<file path="src/rtl/cle_pkg.sv">
// Package for the circular list engine: command and status codes, default sizes,
// and the command and status structs between the controller and the datapath.
// No dependencies.
`timescale 1ns / 1ps
package cle_pkg;

	localparam int LIST_DEPTH_DEF  = 32;
	localparam int VALUE_WIDTH_DEF = 32;

	typedef enum logic [2:0] {
		CMD_READ_ALL   = 3'd0,
		CMD_INS_FRONT  = 3'd1,
		CMD_INS_BACK   = 3'd2,
		CMD_INS_AFTER  = 3'd3,
		CMD_DEL_FRONT  = 3'd4,
		CMD_DEL_BACK   = 3'd5,
		CMD_DEL_KEY    = 3'd6
	} cmd_t;

	typedef enum logic [1:0] {
		ST_OK        = 2'd0,
		ST_EMPTY     = 2'd1,
		ST_NOT_FOUND = 2'd2,
		ST_FULL      = 2'd3
	} status_t;

	typedef enum logic [2:0] {
		RA_HOLD = 3'd0,
		RA_HEAD = 3'd1,
		RA_FREE = 3'd2,
		RA_TAIL = 3'd3,
		RA_LINK = 3'd4
	} rsel_t;

	typedef struct packed {
		logic    latch;
		rsel_t   rsel;
		logic    walk_init;
		logic    minus2;
		logic    step;
		logic    to_tail;
		logic    head_del;
		logic    found;
		logic    ins;
		logic    add;
		logic    add2;
		logic    drop;
		logic    dfree;
		logic    set_res;
		status_t res;
		logic    emit_res;
		logic    emit_walk;
	} cle_cmd_t;

	typedef struct packed {
		logic [2:0] cmd;
		logic       empty;
		logic       full;
		logic       one;
		logic       match;
		logic       rem_zero;
		logic       out_free;
	} cle_sts_t;

endpackage

</file>
<file path="src/rtl/cle_if.sv">
// Handshake channels of the circular list engine: command channel and result channel.
// No dependencies.
`timescale 1ns / 1ps
interface cle_in_if;
	logic              valid;
	logic              ready;
	logic [2:0]        cmd;
	logic signed [31:0] item_value;
	logic signed [31:0] match_key;
	modport source (output valid, cmd, item_value, match_key, input ready);
	modport sink (input valid, cmd, item_value, match_key, output ready);
endinterface

interface cle_out_if;
	logic              valid;
	logic              ready;
	logic [1:0]        status;
	logic signed [31:0] entry_value;
	logic              last;
	logic [5:0]        entry_count;
	modport source (output valid, status, entry_value, last, entry_count, input ready);
	modport sink (input valid, status, entry_value, last, entry_count, output ready);
endinterface

</file>
<file path="src/rtl/circular_list_engine.sv">
// Top level of the circular list engine: controller plus datapath.
// Depends on cle_pkg, cle_if, cle_ctrl and cle_dpath.
//
//   channel    dir  payload                                       transfer when
//   cmd_chan   in   cmd, item_value, match_key                    valid && ready
//   res_chan   out  status, entry_value, last, entry_count        valid && ready
//
// One command at a time. Unknown codes and empty or full refusals go from decode to the result;
// insert front/back passes through the insert state, front delete through drop and free; read-all
// walks the entries; keyed commands and back delete walk the links, one store read per cycle.
// Reset is asynchronous; the free chain comes out of reset through per-slot link valid flags.
// A stalled result channel holds the engine in place, including in the middle of a read-all.
`timescale 1ns / 1ps
module circular_list_engine #(
	parameter int LIST_DEPTH  = cle_pkg::LIST_DEPTH_DEF,
	parameter int VALUE_WIDTH = cle_pkg::VALUE_WIDTH_DEF
) (
	input logic       clk,
	input logic       arst_n,
	cle_in_if.sink    cmd_chan,
	cle_out_if.source res_chan
);
	import cle_pkg::*;

	cle_cmd_t ctl;
	cle_sts_t sts;

	cle_ctrl u_ctrl (
		.clk      (clk),
		.arst_n   (arst_n),
		.in_valid (cmd_chan.valid),
		.in_ready (cmd_chan.ready),
		.sts      (sts),
		.ctl      (ctl)
	);

	cle_dpath #(.LIST_DEPTH(LIST_DEPTH), .VALUE_WIDTH(VALUE_WIDTH)) u_dpath (
		.clk      (clk),
		.arst_n   (arst_n),
		.in_cmd   (cmd_chan.cmd),
		.in_item  (cmd_chan.item_value),
		.in_key   (cmd_chan.match_key),
		.res_chan (res_chan),
		.ctl      (ctl),
		.sts      (sts)
	);
endmodule

</file>
<file path="src/rtl/cle_ram.sv">
// Generic single-write, single-read RAM with registered read data.
// No dependencies.
`timescale 1ns / 1ps
module cle_ram #(
	parameter int WIDTH = 32,
	parameter int DEPTH = 32
) (
	input  logic                     clk,
	input  logic                     we,
	input  logic [$clog2(DEPTH)-1:0] waddr,
	input  logic [WIDTH-1:0]         wdata,
	input  logic [$clog2(DEPTH)-1:0] raddr,
	output logic [WIDTH-1:0]         rdata
);
	logic [WIDTH-1:0] mem [DEPTH];

	always_ff @(posedge clk) begin
		if (we) begin
			mem[waddr] <= wdata;
		end
		rdata <= mem[raddr];
	end
endmodule

</file>
<file path="src/rtl/cle_ctrl.sv">
// Controller state machine of the circular list engine.
// Depends on cle_pkg; drives the datapath through cle_cmd_t and reads cle_sts_t.
`timescale 1ns / 1ps
module cle_ctrl (
	input  logic              clk,
	input  logic              arst_n,
	input  logic              in_valid,
	output logic              in_ready,
	input  cle_pkg::cle_sts_t sts,
	output cle_pkg::cle_cmd_t ctl
);
	import cle_pkg::*;

	typedef enum logic [10:0] {
		S_IDLE   = 11'b000_0000_0001,
		S_DECODE = 11'b000_0000_0010,
		S_RWALK  = 11'b000_0000_0100,
		S_INS    = 11'b000_0000_1000,
		S_SRCH   = 11'b000_0001_0000,
		S_BWALK  = 11'b000_0010_0000,
		S_ADD    = 11'b000_0100_0000,
		S_ADD2   = 11'b000_1000_0000,
		S_DROP   = 11'b001_0000_0000,
		S_DFREE  = 11'b010_0000_0000,
		S_EMIT   = 11'b100_0000_0000
	} state_t;

	state_t state_q, state_d;

	always_comb begin
		state_d  = state_q;
		ctl      = '0;
		ctl.rsel = RA_HOLD;
		ctl.res  = ST_OK;
		in_ready = 1'b0;
		case (state_q)
			S_IDLE: begin
				in_ready = 1'b1;
				if (in_valid) begin
					ctl.latch = 1'b1;
					state_d   = S_DECODE;
				end
			end
			S_DECODE: begin
				case (sts.cmd)
					CMD_READ_ALL: begin
						if (sts.empty) begin
							ctl.set_res = 1'b1;
							ctl.res     = ST_EMPTY;
							state_d     = S_EMIT;
						end else begin
							ctl.walk_init = 1'b1;
							ctl.rsel      = RA_HEAD;
							state_d       = S_RWALK;
						end
					end
					CMD_INS_FRONT, CMD_INS_BACK: begin
						if (sts.full) begin
							ctl.set_res = 1'b1;
							ctl.res     = ST_FULL;
							state_d     = S_EMIT;
						end else begin
							ctl.rsel = RA_FREE;
							state_d  = S_INS;
						end
					end
					CMD_INS_AFTER: begin
						if (sts.full || sts.empty) begin
							ctl.set_res = 1'b1;
							ctl.res     = sts.full ? ST_FULL : ST_EMPTY;
							state_d     = S_EMIT;
						end else begin
							ctl.walk_init = 1'b1;
							ctl.rsel      = RA_HEAD;
							state_d       = S_SRCH;
						end
					end
					CMD_DEL_FRONT, CMD_DEL_BACK, CMD_DEL_KEY: begin
						if (sts.empty) begin
							ctl.set_res = 1'b1;
							ctl.res     = ST_EMPTY;
							state_d     = S_EMIT;
						end else begin
							ctl.walk_init = 1'b1;
							ctl.rsel      = RA_HEAD;
							if (sts.cmd == CMD_DEL_KEY) begin
								state_d = S_SRCH;
							end else if (sts.cmd == CMD_DEL_FRONT || sts.one) begin
								ctl.head_del = 1'b1;
								state_d      = S_DROP;
							end else begin
								ctl.minus2 = 1'b1;
								state_d    = S_BWALK;
							end
						end
					end
					default: begin
						ctl.set_res = 1'b1;
						ctl.res     = ST_OK;
						state_d     = S_EMIT;
					end
				endcase
			end
			S_RWALK: begin
				if (sts.out_free) begin
					ctl.emit_walk = 1'b1;
					ctl.step      = 1'b1;
					ctl.rsel      = RA_LINK;
					if (sts.rem_zero) begin
						state_d = S_IDLE;
					end
				end
			end
			S_SRCH: begin
				if (sts.match) begin
					ctl.found = 1'b1;
					state_d   = (sts.cmd == CMD_INS_AFTER) ? S_ADD : S_DROP;
				end else if (sts.rem_zero) begin
					ctl.set_res = 1'b1;
					ctl.res     = ST_NOT_FOUND;
					state_d     = S_EMIT;
				end else begin
					ctl.step = 1'b1;
					ctl.rsel = RA_LINK;
				end
			end
			S_BWALK: begin
				if (sts.rem_zero) begin
					ctl.to_tail = 1'b1;
					ctl.rsel    = RA_TAIL;
					state_d     = S_DROP;
				end else begin
					ctl.step = 1'b1;
					ctl.rsel = RA_LINK;
				end
			end
			S_INS: begin
				ctl.ins     = 1'b1;
				ctl.set_res = 1'b1;
				state_d     = S_EMIT;
			end
			S_ADD: begin
				ctl.add  = 1'b1;
				ctl.rsel = RA_FREE;
				state_d  = S_ADD2;
			end
			S_ADD2: begin
				ctl.add2    = 1'b1;
				ctl.set_res = 1'b1;
				state_d     = S_EMIT;
			end
			S_DROP: begin
				ctl.drop = 1'b1;
				state_d  = S_DFREE;
			end
			S_DFREE: begin
				ctl.dfree = 1'b1;
				state_d   = S_EMIT;
			end
			S_EMIT: begin
				if (sts.out_free) begin
					ctl.emit_res = 1'b1;
					state_d      = S_IDLE;
				end
			end
			default: begin
				state_d = S_IDLE;
			end
		endcase
	end

	always_ff @(posedge clk or negedge arst_n) begin
		if (!arst_n) begin
			state_q <= S_IDLE;
		end else begin
			state_q <= state_d;
		end
	end
endmodule

</file>
<file path="src/rtl/cle_dpath.sv">
// Datapath of the circular list engine: list pointers, value and link stores,
// walk registers and the result register. Depends on cle_pkg, cle_if and cle_ram.
`timescale 1ns / 1ps
module cle_dpath #(
	parameter int LIST_DEPTH  = cle_pkg::LIST_DEPTH_DEF,
	parameter int VALUE_WIDTH = cle_pkg::VALUE_WIDTH_DEF
) (
	input  logic               clk,
	input  logic               arst_n,
	input  logic [2:0]         in_cmd,
	input  logic signed [31:0] in_item,
	input  logic signed [31:0] in_key,
	cle_out_if.source          res_chan,
	input  cle_pkg::cle_cmd_t  ctl,
	output cle_pkg::cle_sts_t  sts
);
	import cle_pkg::*;

	localparam int IW = $clog2(LIST_DEPTH);
	localparam int CW = $clog2(LIST_DEPTH + 1);
	localparam int VW = VALUE_WIDTH;

	logic [2:0]      cmd_q;
	logic [VW-1:0]   item_q, key_q;
	logic [IW-1:0]   head_q, tail_q, free_q, cur_q, prev_q, nxt_q, raddr_s1;
	logic [CW-1:0]   count_q, rem_q;
	logic            first_q, at_head_q;
	logic [LIST_DEPTH-1:0] lvalid_q;
	status_t         res_status_q;
	logic [31:0]     res_value_q;
	logic            out_valid_q, out_last_q;
	status_t         out_status_q;
	logic [31:0]     out_value_q;
	logic [5:0]      out_count_q;

	logic [IW-1:0]   rd_addr, lram_rd, link_rd, lw_addr, lw_data, lseq;
	logic [VW-1:0]   vram_rd;
	logic            lw_en, vw_en, empty;
	logic [31:0]     val_out;

	always_comb begin
		case (ctl.rsel)
			RA_HEAD: rd_addr = head_q;
			RA_FREE: rd_addr = free_q;
			RA_TAIL: rd_addr = tail_q;
			RA_LINK: rd_addr = link_rd;
			default: rd_addr = cur_q;
		endcase
	end

	assign lseq    = (raddr_s1 == IW'(LIST_DEPTH - 1)) ? '0 : raddr_s1 + 1'b1;
	assign link_rd = lvalid_q[raddr_s1] ? lram_rd : lseq;
	assign val_out = 32'(vram_rd);
	assign empty   = (count_q == '0);

	assign sts.cmd      = cmd_q;
	assign sts.empty    = empty;
	assign sts.full     = (count_q == CW'(LIST_DEPTH));
	assign sts.one      = (count_q == CW'(1));
	assign sts.match    = (vram_rd == key_q);
	assign sts.rem_zero = (rem_q == '0);
	assign sts.out_free = !out_valid_q || res_chan.ready;

	always_comb begin
		lw_en   = 1'b0;
		lw_addr = cur_q;
		lw_data = free_q;
		if (ctl.ins && !empty) begin
			lw_en = 1'b1;
			if (cmd_q == CMD_INS_FRONT) begin
				lw_addr = free_q;
				lw_data = head_q;
			end else begin
				lw_addr = tail_q;
				lw_data = free_q;
			end
		end
		if (ctl.add) begin
			lw_en   = 1'b1;
			lw_addr = cur_q;
			lw_data = free_q;
		end
		if (ctl.add2) begin
			lw_en   = 1'b1;
			lw_addr = free_q;
			lw_data = nxt_q;
		end
		if (ctl.drop && !at_head_q) begin
			lw_en   = 1'b1;
			lw_addr = prev_q;
			lw_data = link_rd;
		end
		if (ctl.dfree) begin
			lw_en   = 1'b1;
			lw_addr = cur_q;
			lw_data = free_q;
		end
	end

	assign vw_en = ctl.ins || ctl.add2;

	cle_ram #(.WIDTH(VW), .DEPTH(LIST_DEPTH)) u_value_ram (
		.clk   (clk),
		.we    (vw_en),
		.waddr (free_q),
		.wdata (item_q),
		.raddr (rd_addr),
		.rdata (vram_rd)
	);

	cle_ram #(.WIDTH(IW), .DEPTH(LIST_DEPTH)) u_link_ram (
		.clk   (clk),
		.we    (lw_en),
		.waddr (lw_addr),
		.wdata (lw_data),
		.raddr (rd_addr),
		.rdata (lram_rd)
	);

	always_ff @(posedge clk or negedge arst_n) begin
		if (!arst_n) begin
			head_q      <= '0;
			tail_q      <= '0;
			free_q      <= '0;
			count_q     <= '0;
			lvalid_q    <= '0;
			out_valid_q <= 1'b0;
		end else begin
			if (lw_en) begin
				lvalid_q[lw_addr] <= 1'b1;
			end
			if (ctl.ins) begin
				free_q  <= link_rd;
				count_q <= count_q + 1'b1;
				if (empty) begin
					head_q <= free_q;
					tail_q <= free_q;
				end else if (cmd_q == CMD_INS_FRONT) begin
					head_q <= free_q;
				end else begin
					tail_q <= free_q;
				end
			end
			if (ctl.add2) begin
				free_q  <= link_rd;
				count_q <= count_q + 1'b1;
				if (cur_q == tail_q) begin
					tail_q <= free_q;
				end
			end
			if (ctl.drop) begin
				count_q <= count_q - 1'b1;
				if (at_head_q) begin
					head_q <= link_rd;
				end else if (cur_q == tail_q) begin
					tail_q <= prev_q;
				end
			end
			if (ctl.dfree) begin
				free_q <= cur_q;
				if (empty) begin
					tail_q <= head_q;
				end
			end
			if (ctl.emit_walk || ctl.emit_res) begin
				out_valid_q <= 1'b1;
			end else if (res_chan.ready) begin
				out_valid_q <= 1'b0;
			end
		end
	end

	always_ff @(posedge clk) begin
		raddr_s1 <= rd_addr;
		if (ctl.latch) begin
			cmd_q  <= in_cmd;
			item_q <= VW'(in_item);
			key_q  <= VW'(in_key);
		end
		if (ctl.walk_init) begin
			cur_q   <= head_q;
			prev_q  <= head_q;
			first_q <= 1'b1;
			rem_q   <= ctl.minus2 ? CW'(count_q - CW'(2)) : CW'(count_q - CW'(1));
		end
		if (ctl.step) begin
			cur_q   <= link_rd;
			prev_q  <= cur_q;
			rem_q   <= rem_q - 1'b1;
			first_q <= 1'b0;
		end
		if (ctl.to_tail) begin
			prev_q    <= cur_q;
			cur_q     <= tail_q;
			at_head_q <= 1'b0;
		end
		if (ctl.head_del) begin
			at_head_q <= 1'b1;
		end
		if (ctl.found) begin
			at_head_q <= first_q;
		end
		if (ctl.add) begin
			nxt_q <= link_rd;
		end
		if (ctl.set_res) begin
			res_status_q <= ctl.res;
			res_value_q  <= '0;
		end
		if (ctl.drop) begin
			res_status_q <= ST_OK;
			res_value_q  <= val_out;
		end
		if (ctl.emit_walk) begin
			out_status_q <= ST_OK;
			out_value_q  <= val_out;
			out_last_q   <= (rem_q == '0);
			out_count_q  <= 6'(count_q);
		end
		if (ctl.emit_res) begin
			out_status_q <= res_status_q;
			out_value_q  <= res_value_q;
			out_last_q   <= 1'b1;
			out_count_q  <= 6'(count_q);
		end
	end

	assign res_chan.valid       = out_valid_q;
	assign res_chan.status      = out_status_q;
	assign res_chan.entry_value = out_value_q;
	assign res_chan.last        = out_last_q;
	assign res_chan.entry_count = out_count_q;
endmodule

</file>
<file path="src/flat_wrapper.sv">
// flat-port wrapper written by rule: the top's interface ports become plain ports
module circular_list_engine_flat import cle_pkg::*;
#(
	parameter int LIST_DEPTH  = cle_pkg::LIST_DEPTH_DEF,
	parameter int VALUE_WIDTH = cle_pkg::VALUE_WIDTH_DEF
)
  (clk, arst_n, cmd_chan_valid, cmd_chan_cmd, cmd_chan_item_value, cmd_chan_match_key, cmd_chan_ready, res_chan_valid, res_chan_status, res_chan_entry_value, res_chan_last, res_chan_entry_count, res_chan_ready);
  cle_in_if cmd_chan_i ();
  cle_out_if res_chan_i ();
  input logic clk;
  input logic arst_n;
  input wire logic [$bits(cmd_chan_i.valid)-1:0] cmd_chan_valid;
  input wire logic [$bits(cmd_chan_i.cmd)-1:0] cmd_chan_cmd;
  input wire logic [$bits(cmd_chan_i.item_value)-1:0] cmd_chan_item_value;
  input wire logic [$bits(cmd_chan_i.match_key)-1:0] cmd_chan_match_key;
  output wire logic [$bits(cmd_chan_i.ready)-1:0] cmd_chan_ready;
  output wire logic [$bits(res_chan_i.valid)-1:0] res_chan_valid;
  output wire logic [$bits(res_chan_i.status)-1:0] res_chan_status;
  output wire logic [$bits(res_chan_i.entry_value)-1:0] res_chan_entry_value;
  output wire logic [$bits(res_chan_i.last)-1:0] res_chan_last;
  output wire logic [$bits(res_chan_i.entry_count)-1:0] res_chan_entry_count;
  input wire logic [$bits(res_chan_i.ready)-1:0] res_chan_ready;
  assign cmd_chan_i.valid = cmd_chan_valid;
  assign cmd_chan_i.cmd = cmd_chan_cmd;
  assign cmd_chan_i.item_value = cmd_chan_item_value;
  assign cmd_chan_i.match_key = cmd_chan_match_key;
  assign cmd_chan_ready = cmd_chan_i.ready;
  assign res_chan_valid = res_chan_i.valid;
  assign res_chan_status = res_chan_i.status;
  assign res_chan_entry_value = res_chan_i.entry_value;
  assign res_chan_last = res_chan_i.last;
  assign res_chan_entry_count = res_chan_i.entry_count;
  assign res_chan_i.ready = res_chan_ready;
  circular_list_engine #(.LIST_DEPTH(LIST_DEPTH), .VALUE_WIDTH(VALUE_WIDTH)) u_core (.clk(clk), .arst_n(arst_n), .cmd_chan(cmd_chan_i), .res_chan(res_chan_i));
endmodule
</file>
<file path="config.mk">
export PLATFORM = sky130hd
export DESIGN_NAME = circular_list_engine_flat
export DESIGN_NICKNAME = d
export VERILOG_FILES = /design/src/rtl/cle_pkg.sv /design/src/rtl/cle_if.sv /design/src/rtl/circular_list_engine.sv /design/src/rtl/cle_ram.sv /design/src/rtl/cle_ctrl.sv /design/src/rtl/cle_dpath.sv /design/src/flat_wrapper.sv
export SDC_FILE = /design/constraint.sdc
export NUM_CORES = 2
export LEC_CHECK = 0
export BUFFER_PORTS_ARGS = -buffer_cell sky130_fd_sc_hd__buf_2
export CELL_PAD_IN_SITES_DETAIL_PLACEMENT = 1
export CELL_PAD_IN_SITES_GLOBAL_PLACEMENT = 1
export CORE_ASPECT_RATIO = 1.75
export CORE_MARGIN = 4
export CORE_UTILIZATION = 30
export CTS_BUF_LIST = sky130_fd_sc_hd__clkbuf_8
export DETAILED_ROUTE_END_ITERATION = 10
export GPL_TIMING_DRIVEN = 0
export MAX_ROUTING_LAYER = met4
export PLACE_DENSITY = 0.63
export SLEW_MARGIN = 0
export SYNTH_ARGS = -nofsm -noshare
export SYNTH_HDL_FRONTEND = slang
export SYNTH_SLANG_ARGS = --single-unit
</file>
<file path="constraint.sdc">
create_clock -name clk -period 4.7 [get_ports clk]
set_input_delay 0.94 -clock clk [delete_from_list [all_inputs] [get_ports clk]]
set_output_delay 0.94 -clock clk [all_outputs]
set_load 0.02 [all_outputs]
</file>
Word-level counts from Yosys, hierarchy flattened
Memory sizes are Yosys's and may differ from the RTL's. A register that Yosys moved wholly into a read port is not among the register bits.
Index checks and enable logic that the tools add are counted.
{"block": "word_totals", "regBits": 235, "mem_bits_rw": 1184, "in_bits": 71, "out_inout_bits": 43, "word_cells": 227, "n_memories": 2}
{"memory": "u_core.u_dpath.u_value_ram.mem", "words": 32, "width": 32, "read_ports": 1, "rd_ports_with_merged_regs": 1, "wr": 1, "line_no": "cle_ram.sv:15", "text": "logic [WIDTH-1:0] mem [DEPTH];"}
{"memory": "u_core.u_dpath.u_link_ram.mem", "words": 32, "width": 5, "read_ports": 1, "rd_ports_with_merged_regs": 1, "wr": 1, "line_no": "cle_ram.sv:15"}
{"block": "classes", "add_sub_neg": 5, "order_cmp": 3, "eq_ne": 32, "n_mux": 133, "bitwise_logic": 1, "reduce_logical": 28}
{"operator": "$mux 5", "count": 37}
{"operator": "$mux 11", "count": 12}
{"operator": "$mux 32", "count": 4}
{"operator": "$pmux 11 s9", "count": 1}
{"operator": "$mux 6", "count": 8}
{"operator": "$pmux 11 s4", "count": 1}
{"operator": "$mux 1", "count": 41}
{"operator": "$eq 32x32->1", "count": 1}
{"operator": "$or 32x32->32", "count": 1}
{"operator": "$mux 3", "count": 10}
{"operator": "$pmux 5 s4", "count": 1}
{"operator": "$mux 9", "count": 2}
{"operator": "$pmux 3 s5", "count": 1}
{"operator": "$mux 2", "count": 7}
{"operator": "$eq 3x2->1 const B", "count": 4}
{"operator": "$eq 3x3->1 const B", "count": 4}
{"operator": "$logic_not 6->1", "count": 2}
{"operator": "$lt 5x6->1 const B", "count": 2}
{"operator": "$reduce_bool 3->1", "count": 4}
{"operator": "$sub 6x1->6 const B", "count": 2}
{"operator": "$eq 11x1->1 const B", "count": 1}
{"operator": "$eq 11x10->1 const B", "count": 1}
{"operator": "$eq 11x11->1 const B", "count": 1}
{"operator": "$eq 11x2->1 const B", "count": 1}
{"operator": "34 further kinds", "count": 53}

Longest topological paths before layout
{"block": "logic_depth", "depth_word": 13, "mapped_depth": 17, "mapped_depth_nobuf": 13}

Cells and area by module
A second synthesis with hierarchy kept.
{"block": "unflattened", "hier_cells": 3416, "area_unflattened_um2": 57979.4}
{"mod": "cle_ram at u_core.u_dpath.u_value_ram", "n_inst": 1, "cells_per_inst": 2260, "area_each_um2": 40492.6, "seq_area_each_um2": 31390.1}
{"mod": "cle_dpath", "n_inst": 1, "cells_per_inst": 752, "area_each_um2": 10114.7, "seq_area_each_um2": 6366.1}
{"mod": "cle_ram at u_core.u_dpath.u_link_ram", "n_inst": 1, "cells_per_inst": 277, "area_each_um2": 6344.8, "seq_area_each_um2": 4904.7}
{"mod": "cle_ctrl", "n_inst": 1, "cells_per_inst": 127, "area_each_um2": 1027.2, "seq_area_each_um2": 276.5}

Worst setup path before layout
No wires, ideal clock.
{"block": "synth_timing", "path_kind": "flip-flop to flip-flop", "startpoint": "reg u_core.u_ctrl.state_q[0]", "endpoint": "mem u_core.u_dpath.u_link_ram.mem[0][1] in the netlist's numbering (data pin)", "setup_time_ps": 467, "arrival_time_ps": 4199, "t_required_ps": 4233, "slack_ps": 34, "stages_incl_launch_ff": 11, "path_buffers": 3, "period_less_slack_ps": 4666, "cell_sequence": "dfstp_2 buf_2 or4_1 nor2_1 nand2_1 nor3b_1 nor2b_1 clkbuf_1 clkbuf_1 nor3_1 a211oi_1"}
{"block": "synth_via", "elab_chain_cells": 8, "word_cells_on_any_way": 17}
{"item": "from (decl)", "line_no": "cle_ctrl.sv:28", "text": "state_t state_q, state_d;"}
{"item": "from (signal assigned)", "line_no": "cle_ctrl.sv:176", "text": "state_q <= state_d;"}
{"item": "$eq 11x4->1", "line_no": "cle_ctrl.sv:36", "text": "case (state_q)"}
{"item": "$mux 1", "line_no": "cle_ctrl.sv:36"}
{"item": "$logic_and 1x1->1", "line_no": "cle_dpath.sv:68", "text": "if (ctl.ins && !empty) begin"}
{"item": "$mux 5", "line_no": "cle_dpath.sv:68"}
{"item": "$mux 5", "line_no": "cle_dpath.sv:78", "text": "if (ctl.add) begin"}
{"item": "$mux 5", "line_no": "cle_dpath.sv:83", "text": "if (ctl.add2) begin"}
{"item": "$mux 5", "line_no": "cle_dpath.sv:88", "text": "if (ctl.drop && !at_head_q) begin"}
{"item": "$mux 5 (*)", "line_no": "cle_dpath.sv:93", "text": "if (ctl.dfree) begin"}
{"item": "net u_core.u_dpath.lw_data[1]", "line_no": "cle_dpath.sv:36", "text": "logic [IW-1:0] rd_addr, lram_rd, link_rd, lw_addr, lw_data, lseq;"}
{"item": "to (decl)", "line_no": "cle_ram.sv:15"}
The timed path passes the listed nets; every way through them passes the cells marked *.

Worst setup path in the final report
{"block": "layout_timing", "startpoint": "reg u_core.u_dpath.raddr_s1[1]", "endpoint": "reg u_core.u_dpath.u_value_ram.rdata[17], read port of u_core.u_dpath.u_value_ram.mem"}
{"block": "layout_via", "elab_chain_cells": 4, "word_cells_on_any_way": 7}
{"item": "from (decl)", "line_no": "cle_dpath.sv:25", "text": "logic [IW-1:0] head_q, tail_q, free_q, cur_q, prev_q, nxt_q, raddr_s1;"}
{"item": "from (signal assigned)", "line_no": "cle_dpath.sv:174", "text": "raddr_s1 <= rd_addr;"}
{"item": "$bmux 1 s5, or another cell as far along", "line_no": "cle_dpath.sv:52", "text": "assign link_rd = lvalid_q[raddr_s1] ? lram_rd : lseq;"}
{"item": "$mux 1 (implied by the code) or $mux 5 (tied branches)", "line_no": "cle_dpath.sv:52, cle_dpath.sv:51"}
{"item": "$mux 5 (*)", "line_no": "cle_dpath.sv:52"}
{"item": "$pmux 5 s4 (*)", "line_no": "cle_dpath.sv:42", "text": "case (ctl.rsel)"}
{"item": "to (decl)", "line_no": "cle_ram.sv:13", "text": "output logic [WIDTH-1:0] rdata"}
Every way passes the cells marked *; elsewhere a longest branch is shown, timed or not. The select of a mux whose other input is x is not followed.
A chain may end at the register's enable or synchronous reset.

==> results.toml <==
[synthesis]
synth_cells = 4405
syn_area_per_cell_um2 = 13.7
synth_area_leaders = "edfxtp_1 67%, a211oi_1 5.5%, dfrtp_1 2.7%"
synth_area_leader_cell = "edfxtp_1"
yosysTopAreaCellShare = 0.669
synth_flop_cell = "edfxtp_1"
synth.distinct_cells = 75
yosysSeqAreaShare = 0.711
ys_warn_count = 0
ys_ff_latch = 1456
syn-cell-area_um2 = 60400
synth_edf_count = 1345
syn_nets = 4485
synth-async-reset-ratio = 0.0446

[global_routing]
grt.total_usage = 0.222
grt_pass1_vias = 44200
grt_max_degree = 55
grt_pass1_wl_mm = 326
antenna_found_initial = 15
grt-ovfl-total = 0

[clocking]
clkSinkCount = 1456
clk_latency_ns = 0.94
clk_path_buf_depth = 4
clk_pin_slew_ns = 0.07
cts_root_buf = "clkbuf_8"
htree_levels = 4
cts_tree = "done"
cts_buffers = 213

[sta]
layout_setup_ws_ns = -0.221
rsz0062_at_grt = "yes"
skew_ns = 0.121
period_needed_ns = 4.92
fmax_ghz = 0.203
setup_viol = 12
worstMarginPinSlew_ns = 1.51
hold_ws_ns = 0.175
period_share = 1.05
maxSlewHeadroom = -0.00924
finalHoldViolations = 0
slew_viol_final = 98

[finish]
drive_gt1_frac = 0.223
n_fill_cell = 20800
nets = 4972
multiInputGateArea_um2 = 17700
final_cells = 7698
synthToLayoutAreaGrowth_pct = 22.4
regArea_um2 = 42900

[pwr]
p_comb_frac = 0.302
power.density_nw_per_um2 = 511
p_switching_mw = 13.8
clock_power_share = 0.269
swShare = 0.364
p_int_mw = 24.0
p_leak_nw = 25.3
pwr-share-seq = 0.428
peakVddDrop_mv = 0.243
p_total_mw = 37.8

[floorplanning]
design.die.area_um2 = 209000
die_h_um = 602
pin_count = 114
placementRows = 217
die_x_um = 347
start_util = 0.302
core_um2 = 200000

[critical_path]
r2r_setup_slack_ns = -0.22
start_kind = "register"
crit_type = "register to register"
worstPathRequired_ns = 5.46
rr_worst_depth = 15
r2r-end = "u_core.u_dpath.u_value_ram.rdata[17]"
endpoint_kind = "register"
crit_fanout = 8
regToRegStartpoint = "u_core.u_dpath.raddr_s1[1]"
crit_arrival_ns = 5.68

[routing]
ant_nets = 0
drc = 0
viasPerCell = 5.41
wl_mm = 232
drt_pass1_iterations = 5
drtIter0Drc = 3563
wl_per_cell_um = 30.1
via_count = 41600

[outcome]
outcome = "complete, but fails checks"
violations = "max-capacitance violations, max-slew violations, negative setup slack"

[placed_design]
io_buffers = 113
dp_hpwl_mm = 164
dp.cells = 7206
gp_congestion = 0.878

[worst_hold_path]
worst_hold_path.num_cells = 1
min_to = "u_core.u_dpath.key_q[7]"
hold_start = "cmd_chan_match_key[7]"
hp-class = "input port to register"

[flow_run]
maxCapViolations = 2
[critical path: stages, from the launching register on]
cell,delay [ns]
dfxtp_2,0.40
clkbuf_8,0.20
mux4_2,0.26
a21oi_1,0.14
mux4_2,0.60
or3b_4,0.47
a221oi_4,0.30
buf_6,0.17
a21oi_4,0.08
clkinv_8,0.12
buf_12,0.14
buf_12,0.13
a211oi_2,0.06
o211ai_1,0.59
o2111ai_4,0.43
nor4_4,0.61
[routing by layer]
metal,wire length [um],share of wire,GRT usage
met2,121000,0.52,0.385
met5,0,0,-
met3,9930,0.043,0.0289
met1,77200,0.33,0.218
met4,24000,0.10,0.189
[state kept, by name (all words and copies together) (netlist names), 11 cells and up]
register,flops
u_core.u_dpath.u_link_ram.mem,160
u_core.u_dpath.u_value_ram.mem,1024
u_core.u_ctrl.state_q,11
u_core.u_dpath.u_value_ram.rdata,32
u_core.u_dpath.key_q,32
u_core.u_dpath.item_q,32
u_core.u_dpath.lvalid_q,32
u_core.u_dpath.res_value_q,32
u_core.u_dpath.res_chan.entry_value,32
[kinds of logic after synthesis]
group / count (synthesis) / share of synthesized area
compound gates: 1137 / 0.126
mux: 208 / 0.0371
simple gates: 968 / 0.0778
xor+xnor: 54 / 0.00783
fa+ha+maj: 9 / 0.00186
buf+inv: 573 / 0.0389
flops: 1456 / 0.711
[what timing repair did]
action | 4_1_cts | 5_1_grt
gates cloned | 0 | 0
pin swaps | 84 | 51
setup buffers | 83 | 21
setup endpoints to repair | 1171 | 419
resized for setup | 525 | 139
hold endpoints to repair | 14 | 0
hold buffers | 1 | 0
[cell type report]
cell class	count	area share
multi-input cells	2376	0.239
well taps	2628	0.0445
clock inverters	159	0.0135
plain buffers	330	0.0276
clock buffers	222	0.0413
inverters	235	0.0122
diodes	12	0.000406
flip-flops and latches	1456	0.581
repair buffers	280	0.0410
[metrics by stage]
step / area [um2] / setup TNS [ns] / utilization / worst slack [ns]
floorplan: 60400 / 0 / - / 0.0338
finish: 73900 / -1.05 / 0.370 / -0.221
detailed placement: 65900 / -1166.09 / 0.329 / -3.63
global route: 73900 / -1.22 / 0.370 / -0.231
global placement: 64300 / -3284.98 / 0.321 / -3.70
CTS: 73300 / -8.20 / 0.366 / -0.180
[cell usage in the layout (no fill, tap or decap), types with 25 or more instances in the layout]
| cell type | synthesis | final |
|---|---|---|
| dfxtp_1 | 46 | 44 |
| a22oi_2 | 0 | 25 |
| a211oi_1 | 440 | 418 |
| mux2_2 | 49 | 48 |
| nor2_1 | 126 | 63 |
| mux2i_1 | 151 | 148 |
| nand3_1 | 309 | 307 |
| clkbuf_2 | 0 | 76 |
| o21ai_0 | 175 | 173 |
| buf_16 | 0 | 29 |
| o2111ai_4 | 0 | 34 |
| edfxtp_1 | 1345 | 1345 |
| dfrtp_1 | 64 | 60 |
| buf_12 | 0 | 52 |
| xor2_1 | 42 | 42 |
| and2_1 | 41 | 39 |
| a21oi_1 | 249 | 247 |
| clkbuf_1 | 239 | 122 |
| nor4_4 | 0 | 31 |
| inv_1 | 232 | 284 |
| nand2_1 | 300 | 291 |
| nor2_4 | 0 | 51 |
| clkinv_2 | 1 | 35 |
| o211ai_1 | 112 | 112 |
| clkbuf_8 | 0 | 234 |
| clkinv_1 | 0 | 51 |
| buf_4 | 32 | 111 |
| buf_2 | 44 | 149 |
[worst max-delay path by stage]
stage / start / endpoint / slack [ns] / depth (start not counted)
2_1_floorplan: u_core.u_ctrl.state_q[0] / u_core.u_dpath.u_link_ram.mem[0][1] / 0.03 / 10
3_3_place_gp: u_core.u_dpath.key_q[5] / u_core.u_dpath.u_value_ram.rdata[26] / -3.70 / 11
3_5_place_dp: u_core.u_dpath.key_q[4] / u_core.u_dpath.u_value_ram.rdata[26] / -3.63 / 11
4_1_cts: u_core.u_dpath.count_q[3] / u_core.u_dpath.u_link_ram.mem[6][0] / -0.18 / 11
5_1_grt: u_core.u_dpath.rem_q[0] / u_core.u_dpath.u_value_ram.rdata[17] / -0.23 / 16
6_report: u_core.u_dpath.raddr_s1[1] / u_core.u_dpath.u_value_ram.rdata[17] / -0.22 / 15
[synthesized netlist by cell type, types with 9 or more instances]
cell and count:
buf_1 20, edfxtp_1 1345, xnor2_1 12, or2_2 23
buf_2 44, nor2b_1 13, dfrtp_1 64, and2_1 41
mux2_2 49, clkbuf_1 239, nand2_1 300, o211ai_1 112
a211oi_1 440, ha_1 9, a21oi_1 249, nor3_1 19
o21ai_0 175, nor4_1 52, o22ai_1 9, nand3_1 309
dfxtp_1 46, mux2i_1 151, nand3b_1 10, buf_4 32
or2_1 14, xor2_1 42, nor2_1 126, o32ai_1 37
a22oi_1 40, o2111ai_1 37, inv_1 232, and3_1 9
[power by group through the flow]
| stage | sequential, mW | combinational (mW) | clock (mW) |
|---|---|---|---|
| 6_report | 16.2 | 11.4 | 10.2 |
| 5_1_grt | 16.2 | 11.8 | 10.9 |
| 4_1_cts | 16.3 | 11.0 | 10.3 |
| 3_5_place_dp | 16.5 | 9.30 | 0 |
| 3_3_place_gp | 16.8 | 8.60 | 0 |
| 2_1_floorplan | 16.1 | 4.58 | 0 |
Power figures use the tool's default switching activity.
